## src/rtl/wpp_pkg.sv

```systemverilog
// shared types, codes and tables for the wav pcm stream parser
// used by every module of the block; depends on nothing
`default_nettype none

package wpp_pkg;

  // queue between front and back
  localparam int unsigned QDepth = 2;
  localparam int unsigned QAw    = $clog2(QDepth);

  // case-folded chunk tags, first byte in the low bits
  localparam logic [31:0] TAG_RIFF = 32'h6666_6972;
  localparam logic [31:0] TAG_WAVE = 32'h6576_6177;
  localparam logic [31:0] TAG_FMT  = 32'h2074_6D66;
  localparam logic [31:0] TAG_DATA = 32'h6174_6164;

  localparam logic [31:0] FMT_SIZE_PCM = 32'd16;
  localparam logic [31:0] AFMT_PCM     = 32'd1;
  localparam logic [15:0] DEPTH_8      = 16'd8;
  localparam logic [15:0] DEPTH_16     = 16'd16;
  localparam logic [15:0] DEPTH_32     = 16'd32;
  localparam logic [31:0] OFFSET_8     = 32'd128;

  localparam logic [2:0] ERR_NONE = 3'd0;
  localparam logic [2:0] ERR_RIFF = 3'd1;
  localparam logic [2:0] ERR_FMT  = 3'd2;
  localparam logic [2:0] ERR_AFMT = 3'd3;
  localparam logic [2:0] ERR_DATA = 3'd4;
  localparam logic [2:0] ERR_BITS = 3'd5;

  typedef enum logic [3:0] {
    PH_RIFF  = 4'd0,
    PH_RSIZE = 4'd1,
    PH_WAVE  = 4'd2,
    PH_FMT   = 4'd3,
    PH_FSIZE = 4'd4,
    PH_AFMT  = 4'd5,
    PH_CHAN  = 4'd6,
    PH_RATE  = 4'd7,
    PH_BRATE = 4'd8,
    PH_ALIGN = 4'd9,
    PH_BITS  = 4'd10,
    PH_DATA  = 4'd11,
    PH_DSIZE = 4'd12,
    PH_SAMP  = 4'd13,
    PH_IDLE  = 4'd14
  } phase_e;

  typedef enum logic [1:0] {
    EV_SAMPLE = 2'd0,
    EV_FORMAT = 2'd1,
    EV_ERROR  = 2'd2
  } ev_e;

  typedef struct packed {
    logic [7:0] byte_in;
    logic       start_req;
  } in_t;

  typedef struct packed {
    logic [1:0]         event_res;
    logic signed [31:0] sample;
    logic [15:0]        channel;
    logic               last_sample;
    logic [15:0]        channel_count;
    logic [31:0]        rate_hz;
    logic [15:0]        bit_depth;
    logic [2:0]         error_code;
  } res_t;

  // decoded command handed from front to back
  typedef struct packed {
    ev_e         kind;
    logic [31:0] val;    // raw sample or sample rate
    logic [15:0] aux;    // channel index or channel count
    logic [15:0] depth;  // bit depth for the format beat
    logic [1:0]  blast;  // index of the last byte of the sample
    logic        last;
    logic [2:0]  err;
  } cmd_t;

  // index of the last byte of each header field
  function automatic logic [1:0] field_last(phase_e ph);
    logic [1:0] r;
    case (ph)
      PH_AFMT, PH_CHAN, PH_ALIGN, PH_BITS: r = 2'd1;
      default:                             r = 2'd3;
    endcase
    return r;
  endfunction

  // index of the last byte of one sample
  function automatic logic [1:0] sample_last(logic [15:0] bits);
    logic [1:0] r;
    if (bits == DEPTH_8) begin
      r = 2'd0;
    end else if (bits == DEPTH_16) begin
      r = 2'd1;
    end else begin
      r = 2'd3;
    end
    return r;
  endfunction

endpackage

`default_nettype wire

```

## src/rtl/wav_pcm_stream_parser.sv

```systemverilog
// top level of the wav pcm stream parser: front, command queue, back
// depends on wpp_pkg, wpp_front, wpp_queue and wpp_back
//
//   channel   dir  handshake                  beat
//   in_i      in   push_i / full_o            one file byte plus restart flag
//   res_o     out  empty_o / pop_i            sample, format info or error
//
// one byte is taken per cycle while full_o is low; full_o rises only when
// the two-entry command queue is full, i.e. when results back up behind a
// stalled pop_i; a result passes through the command queue and then the
// output register before it shows on res_o, when nothing waits ahead of it
// header bytes and leading sample bytes make no result but are held off too
// while full_o is high
// reset leaves the parser waiting for the riff tag with nothing queued
`default_nettype none

module wav_pcm_stream_parser (
  input  wire logic         clk_i,
  input  wire logic         rst_ni,
  input  wire wpp_pkg::in_t in_i,
  input  wire logic         push_i,
  output logic              full_o,
  output wpp_pkg::res_t     res_o,
  output logic              empty_o,
  input  wire logic         pop_i
);

  logic          acc;
  logic          cmd_vld;
  wpp_pkg::cmd_t cmd_f, cmd_b;
  logic          q_empty, q_pop;

  assign acc = push_i && !full_o;

  wpp_front u_front (
    .clk_i     (clk_i),
    .rst_ni    (rst_ni),
    .in_i      (in_i),
    .acc_i     (acc),
    .cmd_o     (cmd_f),
    .cmd_vld_o (cmd_vld)
  );

  wpp_queue u_queue (
    .clk_i   (clk_i),
    .rst_ni  (rst_ni),
    .push_i  (acc && cmd_vld),
    .wdata_i (cmd_f),
    .full_o  (full_o),
    .pop_i   (q_pop),
    .rdata_o (cmd_b),
    .empty_o (q_empty)
  );

  wpp_back u_back (
    .clk_i     (clk_i),
    .rst_ni    (rst_ni),
    .cmd_i     (cmd_b),
    .q_empty_i (q_empty),
    .q_pop_o   (q_pop),
    .res_o     (res_o),
    .empty_o   (empty_o),
    .pop_i     (pop_i)
  );

endmodule

`default_nettype wire

```

## src/rtl/wpp_front.sv

```systemverilog
// front end: byte-serial header walk, field assembly and sample framing
// depends on wpp_pkg; emits at most one command per accepted byte
`default_nettype none

module wpp_front (
  input  wire logic          clk_i,
  input  wire logic          rst_ni,
  input  wire wpp_pkg::in_t  in_i,
  input  wire logic          acc_i,
  output wpp_pkg::cmd_t      cmd_o,
  output logic               cmd_vld_o
);

  wpp_pkg::phase_e phase_q, phase_d, ph;
  logic [1:0]  idx_q, idx_d, idx;
  logic [31:0] shift_q, shift_d, sh, sh_n;
  logic [15:0] chan_q, chan_d, chan;
  logic [31:0] rate_q, rate_d, rate;
  logic [15:0] bits_q, bits_d, bits;
  logic [31:0] left_q, left_d, left;
  logic [15:0] cidx_q, cidx_d, cidx;
  logic [2:0]  perr_q, perr_d, perr;
  logic [7:0]  b;
  logic [1:0]  li;
  logic [31:0] v;
  logic [16:0] cidx_inc;

  always_comb begin
    // a start beat sees the reset state
    ph   = in_i.start_req ? wpp_pkg::PH_RIFF : phase_q;
    idx  = in_i.start_req ? 2'd0  : idx_q;
    sh   = in_i.start_req ? '0    : shift_q;
    chan = in_i.start_req ? '0    : chan_q;
    rate = in_i.start_req ? '0    : rate_q;
    bits = in_i.start_req ? '0    : bits_q;
    left = in_i.start_req ? '0    : left_q;
    cidx = in_i.start_req ? '0    : cidx_q;
    perr = in_i.start_req ? wpp_pkg::ERR_NONE : perr_q;

    b = in_i.byte_in;
    if ((ph inside {wpp_pkg::PH_RIFF, wpp_pkg::PH_WAVE, wpp_pkg::PH_FMT, wpp_pkg::PH_DATA})
        && (b inside {[8'h41:8'h5A]})) begin
      b = b + 8'h20;
    end
    sh_n = {b, sh[31:8]};
    li   = (ph == wpp_pkg::PH_SAMP) ? wpp_pkg::sample_last(bits) : wpp_pkg::field_last(ph);
    case (li)
      2'd0:    v = {24'd0, sh_n[31:24]};
      2'd1:    v = {16'd0, sh_n[31:16]};
      default: v = sh_n;
    endcase
    cidx_inc = {1'b0, cidx} + 17'd1;

    phase_d   = ph;
    idx_d     = idx;
    shift_d   = sh;
    chan_d    = chan;
    rate_d    = rate;
    bits_d    = bits;
    left_d    = left;
    cidx_d    = cidx;
    perr_d    = perr;
    cmd_vld_o = 1'b0;
    cmd_o     = '0;

    if (ph != wpp_pkg::PH_IDLE) begin
      shift_d = sh_n;
      if (idx < li) begin
        idx_d = idx + 2'd1;
      end else begin
        idx_d   = 2'd0;
        phase_d = wpp_pkg::phase_e'(4'(ph) + 4'd1);
        case (ph)
          wpp_pkg::PH_RIFF: begin
            if (v != wpp_pkg::TAG_RIFF) perr_d = wpp_pkg::ERR_RIFF;
          end
          wpp_pkg::PH_WAVE: begin
            if (perr != wpp_pkg::ERR_NONE || v != wpp_pkg::TAG_WAVE) begin
              phase_d   = wpp_pkg::PH_IDLE;
              cmd_vld_o = 1'b1;
              cmd_o.kind = wpp_pkg::EV_ERROR;
              cmd_o.err  = wpp_pkg::ERR_RIFF;
            end
          end
          wpp_pkg::PH_FMT: begin
            if (v != wpp_pkg::TAG_FMT) perr_d = wpp_pkg::ERR_FMT;
          end
          wpp_pkg::PH_FSIZE: begin
            if (perr != wpp_pkg::ERR_NONE || v != wpp_pkg::FMT_SIZE_PCM) begin
              phase_d   = wpp_pkg::PH_IDLE;
              cmd_vld_o = 1'b1;
              cmd_o.kind = wpp_pkg::EV_ERROR;
              cmd_o.err  = wpp_pkg::ERR_FMT;
            end
          end
          wpp_pkg::PH_AFMT: begin
            if (v != wpp_pkg::AFMT_PCM) begin
              phase_d   = wpp_pkg::PH_IDLE;
              cmd_vld_o = 1'b1;
              cmd_o.kind = wpp_pkg::EV_ERROR;
              cmd_o.err  = wpp_pkg::ERR_AFMT;
            end
          end
          wpp_pkg::PH_CHAN: chan_d = v[15:0];
          wpp_pkg::PH_RATE: rate_d = v;
          wpp_pkg::PH_BITS: begin
            bits_d    = v[15:0];
            cmd_vld_o = 1'b1;
            if (!(v[15:0] == wpp_pkg::DEPTH_8 || v[15:0] == wpp_pkg::DEPTH_16
                  || v[15:0] == wpp_pkg::DEPTH_32) || chan == 16'd0) begin
              phase_d    = wpp_pkg::PH_IDLE;
              cmd_o.kind = wpp_pkg::EV_ERROR;
              cmd_o.err  = wpp_pkg::ERR_BITS;
            end else begin
              phase_d     = wpp_pkg::PH_DATA;
              cmd_o.kind  = wpp_pkg::EV_FORMAT;
              cmd_o.val   = rate;
              cmd_o.aux   = chan;
              cmd_o.depth = v[15:0];
            end
          end
          wpp_pkg::PH_DATA: begin
            if (v != wpp_pkg::TAG_DATA) perr_d = wpp_pkg::ERR_DATA;
          end
          wpp_pkg::PH_DSIZE: begin
            if (perr != wpp_pkg::ERR_NONE) begin
              phase_d   = wpp_pkg::PH_IDLE;
              cmd_vld_o = 1'b1;
              cmd_o.kind = wpp_pkg::EV_ERROR;
              cmd_o.err  = wpp_pkg::ERR_DATA;
            end else begin
              // bytes per sample is a power of two
              case (wpp_pkg::sample_last(bits))
                2'd0:    left_d = v;
                2'd1:    left_d = v >> 1;
                default: left_d = v >> 2;
              endcase
              cidx_d  = '0;
              phase_d = (left_d == 32'd0) ? wpp_pkg::PH_IDLE : wpp_pkg::PH_SAMP;
            end
          end
          wpp_pkg::PH_SAMP: begin
            cmd_vld_o   = 1'b1;
            cmd_o.kind  = wpp_pkg::EV_SAMPLE;
            cmd_o.val   = v;
            cmd_o.aux   = cidx;
            cmd_o.blast = li;
            cmd_o.last  = (left == 32'd1);
            left_d      = left - 32'd1;
            cidx_d      = (cidx_inc >= {1'b0, chan}) ? 16'd0 : cidx_inc[15:0];
            phase_d     = (left == 32'd1) ? wpp_pkg::PH_IDLE : wpp_pkg::PH_SAMP;
          end
          default: ;
        endcase
      end
    end
  end

  always_ff @(posedge clk_i or negedge rst_ni) begin
    if (!rst_ni) begin
      phase_q <= wpp_pkg::PH_RIFF;
      idx_q   <= '0;
      shift_q <= '0;
      chan_q  <= '0;
      rate_q  <= '0;
      bits_q  <= '0;
      left_q  <= '0;
      cidx_q  <= '0;
      perr_q  <= wpp_pkg::ERR_NONE;
    end else if (acc_i) begin
      phase_q <= phase_d;
      idx_q   <= idx_d;
      shift_q <= shift_d;
      chan_q  <= chan_d;
      rate_q  <= rate_d;
      bits_q  <= bits_d;
      left_q  <= left_d;
      cidx_q  <= cidx_d;
      perr_q  <= perr_d;
    end
  end

endmodule

`default_nettype wire

```

## src/rtl/wpp_queue.sv

```systemverilog
// short command queue between front and back
// depends on wpp_pkg for the command type and depth
`default_nettype none

module wpp_queue (
  input  wire logic          clk_i,
  input  wire logic          rst_ni,
  input  wire logic          push_i,
  input  wire wpp_pkg::cmd_t wdata_i,
  output logic               full_o,
  input  wire logic          pop_i,
  output wpp_pkg::cmd_t      rdata_o,
  output logic               empty_o
);

  wpp_pkg::cmd_t             ent_q [wpp_pkg::QDepth];
  logic [wpp_pkg::QAw-1:0]   wptr_q, rptr_q;
  logic [wpp_pkg::QAw:0]     cnt_q, cnt_d;

  assign full_o  = (cnt_q == (wpp_pkg::QAw+1)'(wpp_pkg::QDepth));
  assign empty_o = (cnt_q == '0);
  assign rdata_o = ent_q[rptr_q];

  always_comb begin
    cnt_d = cnt_q;
    if (push_i && !pop_i) begin
      cnt_d = cnt_q + (wpp_pkg::QAw+1)'(1);
    end else if (!push_i && pop_i) begin
      cnt_d = cnt_q - (wpp_pkg::QAw+1)'(1);
    end
  end

  always_ff @(posedge clk_i) begin
    if (push_i) begin
      ent_q[wptr_q] <= wdata_i;
    end
  end

  always_ff @(posedge clk_i or negedge rst_ni) begin
    if (!rst_ni) begin
      wptr_q <= '0;
      rptr_q <= '0;
      cnt_q  <= '0;
    end else begin
      if (push_i) wptr_q <= wptr_q + wpp_pkg::QAw'(1);
      if (pop_i)  rptr_q <= rptr_q + wpp_pkg::QAw'(1);
      cnt_q <= cnt_d;
    end
  end

endmodule

`default_nettype wire

```

## src/rtl/wpp_back.sv

```systemverilog
// back end: turns commands into result beats and holds the output register
// depends on wpp_pkg; pulls from the command queue
`default_nettype none

module wpp_back (
  input  wire logic          clk_i,
  input  wire logic          rst_ni,
  input  wire wpp_pkg::cmd_t cmd_i,
  input  wire logic          q_empty_i,
  output logic               q_pop_o,
  output wpp_pkg::res_t      res_o,
  output logic               empty_o,
  input  wire logic          pop_i
);

  logic          vld_q, vld_d;
  wpp_pkg::res_t res_q, res_d;

  assign q_pop_o = !q_empty_i && (!vld_q || pop_i);
  assign res_o   = res_q;
  assign empty_o = !vld_q;

  always_comb begin
    vld_d = vld_q;
    if (q_pop_o) begin
      vld_d = 1'b1;
    end else if (pop_i) begin
      vld_d = 1'b0;
    end
  end

  always_comb begin
    res_d = '0;
    res_d.event_res = cmd_i.kind;
    case (cmd_i.kind)
      wpp_pkg::EV_SAMPLE: begin
        case (cmd_i.blast)
          // 8-bit data is offset binary
          2'd0:    res_d.sample = $signed({24'd0, cmd_i.val[7:0]} - wpp_pkg::OFFSET_8);
          2'd1:    res_d.sample = $signed({{16{cmd_i.val[15]}}, cmd_i.val[15:0]});
          default: res_d.sample = $signed(cmd_i.val);
        endcase
        res_d.channel     = cmd_i.aux;
        res_d.last_sample = cmd_i.last;
      end
      wpp_pkg::EV_FORMAT: begin
        res_d.channel_count = cmd_i.aux;
        res_d.rate_hz       = cmd_i.val;
        res_d.bit_depth     = cmd_i.depth;
      end
      wpp_pkg::EV_ERROR: begin
        res_d.error_code = cmd_i.err;
      end
      default: ;
    endcase
  end

  always_ff @(posedge clk_i) begin
    if (q_pop_o) begin
      res_q <= res_d;
    end
  end

  always_ff @(posedge clk_i or negedge rst_ni) begin
    if (!rst_ni) begin
      vld_q <= 1'b0;
    end else begin
      vld_q <= vld_d;
    end
  end

endmodule

`default_nettype wire

```

## config.mk

```make
export PLATFORM = sky130hd
export DESIGN_NAME = wav_pcm_stream_parser
export DESIGN_NICKNAME = d
export VERILOG_FILES = /design/src/rtl/wpp_pkg.sv /design/src/rtl/wav_pcm_stream_parser.sv /design/src/rtl/wpp_front.sv /design/src/rtl/wpp_queue.sv /design/src/rtl/wpp_back.sv
export SDC_FILE = /design/constraint.sdc
export NUM_CORES = 1
export LEC_CHECK = 0
export BUFFER_PORTS_ARGS = -buffer_cell sky130_fd_sc_hd__buf_2
export CAP_MARGIN = 20
export CORE_ASPECT_RATIO = 1.4
export CORE_UTILIZATION = 30
export CTS_CLUSTER_SIZE = 10
export DETAILED_ROUTE_END_ITERATION = 8
export SLEW_MARGIN = 20
export SYNTH_ARGS = -nofsm -noshare
export SYNTH_HDL_FRONTEND = slang
export SYNTH_SLANG_ARGS = --single-unit
```

## constraint.sdc

```tcl
create_clock -name clk_i -period 8.45 [get_ports clk_i]
set_clock_uncertainty 0.05 [all_clocks]
set_input_delay 1.69 -clock clk_i [delete_from_list [all_inputs] [get_ports clk_i]]
set_output_delay 1.69 -clock clk_i [all_outputs]
set_load 0.05 [all_outputs]
```

==> results_dict.tcl <==
set metrics [dict create \
    status "finished, final reports clean" \
    drive_gt1_share_pct 13.3 \
    timing.final.crit_share_pct 81.3 \
    cp.arrival_ps 7030 \
    first_pass_iters 6 \
    hold_path_class "flip-flop to flip-flop" \
    path_depth 17 \
    startpoint_type "input pin" \
    vdd.ir_drop.worst_mv 0.156 \
    end_kind "flip-flop" \
    rr_startpoint "u_front.bits_q[8]" \
    clock_path_buffers 3 \
    fill_cells 6764 \
    grtUsageTotal_pct 20.0 \
    postSynthAreaPerCell_um2 10.5 \
    placementRows 113 \
    regToRegSetupSlack_ps 2720 \
    antenna_found_initial 0 \
    clock.fmax_ghz 0.145 \
    post_drt_wl_per_cell_um 23.8 \
    crit_end "u_queue.ent_q[1][29]" \
    critical_path_class "input pin to flip-flop" \
    cts_inserted_buffers 47 \
    slew_viol_final 0 \
    clk_pin_slew_ps 60 \
    synth-async-reset-ratio_pct 36.4 \
    gr-total-overflow 0 \
    dieWidth_um 223 \
    via_per_inst 5.64 \
    ys_warn_count 0 \
    cts_setup_buffers 0 \
    dieHeight_um 312 \
    grt_pass1_vias 16607 \
    fin_nets 2123 \
    antenna_left 0 \
    synth_seq_cells 412 \
    slowest_stage "nor2_4" \
    ys.flop_type "edfxtp_1" \
    p_per_area_nw_per_um2 274 \
    dieArea_um2 69600 \
    num_antenna_cells 0 \
    crit_fanout 38 \
    setup_violations 0 \
    synth_edf_count 262 \
    grt_max_degree 88 \
    crit_required_ps 8610 \
    cp-startpoint "in_i[0]" \
    rr_worst_depth 12 \
    ys_seq_area_share_pct 56.5 \
    root_buffer "clkbuf_16" \
    pin_count 133 \
    p_leak_nw 9.10 \
    cts_hold_buf 0 \
    max-cap-violations 0 \
    seqCellArea_um2 11600 \
    cts_tree "built" \
    whs_path_depth 2 \
    crit_top_cell "buf_4" \
    drtIter0Drc 1466 \
    area_delta_synth_final_pct 15.4 \
    cts_sinks 412 \
    ctsResizeCount 0 \
    multiInputGateArea_um2 8420 \
    h-tree-depth 2 \
    num_vias 16817 \
    syn-cell-area_um2 20600 \
    syn_inst 1957 \
    cpPeakStageDelay_ps 790 \
    insertion_delay_ps 580 \
    synth_cell_type_count 86 \
    period_needed_ps 6870 \
    p_total_mw 6.51 \
    hpwl_um 49300 \
    gp_congestion 1.02 \
    post-route-util_pct 35.0 \
    grt_pass1_wl_um 106000 \
    crit_buf_inv 5 \
    path_cells "buf_2 -> inv_2 -> nand2_1 -> inv_1 -> ha_1 -> nand3b_1 -> and4_1 -> a31oi_4 -> buf_4 -> o2bb2ai_1 -> nor2_1 -> nor3_1 -> a31o_2 -> and3_1 -> a311o_1 -> nor2_4 -> buf_4" \
    start_util_pct 30.3 \
    route.detailed.drc 0 \
    hold_violations 0 \
    worst_pin_slew_ps 1300 \
    max-slew-margin-rel_pct 11.3 \
    rr_endpoint "u_queue.ent_q[1][29]" \
    critPathTopFamily "simple AND/OR/NAND/NOR gates" \
    rsz0062_at_grt "false" \
    port_buffers 132 \
    routed_wl_um 70800 \
    coreArea_um2 67900 \
]
report_power, final:
part,switching (mW),leakage [nW],internal (mW)
sequential,0.237,4.36,2.48
combinational,1.45,4.08,0.469
clock,0.809,0.662,1.07
total,2.49,9.10,4.02
logic make-up after synthesis:
group           synth area share [%]
compound gates                  18.8
xor+xnor                        1.19
fa+ha+maj                       1.58
buf+inv                         3.22
flops                           56.5
mux                             3.85
other cells                   0.0182
simple gates                    14.8
through the flow:
stage                     TNS, ps  cell area (µm²)  setup WS [ps]  std cells  hold slack, ps
after floorplan           -164960            20700          -1150       1982             391
after global placement          0            22300           1160       2897             405
after detailed placement        0            22300           1040       2897             420
after CTS                       0            23700           1630       2981             433
after global routing            0            23700           1270       2981             446
final                           0            23700           1580       2981             430
cells in the final DEF, fill, tap and decap left out, drive strengths merged, types with 9 or more instances in the layout:
cell type  synthesis  layout
a21o              20      20
a21oi            105     105
a22o              49      49
a22oi             63      63
a31oi             21      21
a32oi             16      16
and2              12      12
and3              22      22
buf               27     193
clkbuf           113      81
conb               1      26
dfrtp            150     150
edfxtp           262     262
ha                26      26
inv               26      27
mux2i             78      78
nand2            204     204
nand3             41      41
nand4             10      10
nor2             251     251
nor2b             24      24
nor3              30      30
nor4              16      16
o211ai            13      13
o21ai            158     158
o22ai             18      18
or2               10      10
or3               18      18
or4                9       9
xnor2             13      13
xor2              15      15
routing by layer:
metal | global-route usage, % | vias to the layer above | part of all wire, %
met2 | 34.7 | 759 | 50
met3 | 2.45 | 229 | 5.5
met5 | 0 | - | 0
met1 | 23.3 | 8271 | 38
met4 | 12.7 | 0 | 6.6
li1 | - | 7558 | -
state kept, by name (all words and copies together), names as in the netlist, 2 cells and up:
register	flops
u_front.bits_q	16
u_front.idx_q	2
u_front.perr_q	3
u_back.res_o	118
u_queue.ent_q	144
u_queue.cnt_q	2
u_front.rate_q	32
u_front.cidx_q	16
u_front.chan_q	16
u_front.shift_q	24
u_front.left_q	32
u_front.phase_q	4
how the worst min path moves through the flow:
stage	from	to	slack (ps)
5_1_grt	u_front.rate_q[11]	u_front.rate_q[11]	450
3_3_place_gp	u_front.bits_q[8]	u_front.bits_q[8]	400
6_report	u_front.rate_q[13]	u_front.rate_q[13]	430
3_5_place_dp	u_front.rate_q[13]	u_front.rate_q[13]	420
4_1_cts	u_front.rate_q[13]	u_front.rate_q[13]	430
2_1_floorplan	u_front.bits_q[11]	u_front.bits_q[11]	390
tightest hold or removal path, cell delays in order, from the launching register on:
cell	delay [ps]
dfrtp_1	340
nand2_1	50
o21ai_0	60
final cells by class:
cell class | count | share of cell area [%]
flip-flops and latches | 412 | 49.0
multi-input cells | 1404 | 35.5
clock buffers | 81 | 5.62
repair buffers | 193 | 4.74
well taps | 862 | 4.54
inverters | 26 | 0.422
clock inverters | 3 | 0.232
cell usage after synthesis, drive strengths merged, types with 10 or more instances:
master | number | area (µm²)
inv | 26 | 97.6
mux2i | 78 | 781
nor2 | 251 | 950
o21ai | 158 | 791
buf | 27 | 141
ha | 26 | 325
xnor2 | 13 | 114
dfrtp | 150 | 3750
clkbuf | 113 | 424
a22oi | 63 | 473
nor2b | 24 | 150
nor4 | 16 | 106
o211ai | 13 | 97.6
and3 | 22 | 138
a22o | 49 | 429
a21oi | 105 | 526
or3 | 18 | 113
nand3 | 41 | 205
edfxtp | 262 | 7870
nor3 | 30 | 161
nand2 | 204 | 766
a32oi | 16 | 140
and2 | 12 | 75.1
o22ai | 18 | 113
or2 | 10 | 62.6
xor2 | 15 | 131
nand4 | 10 | 62.6
a21o | 20 | 150
a31oi | 21 | 146
No activity file was read; power rests on OpenSTA's default activity.
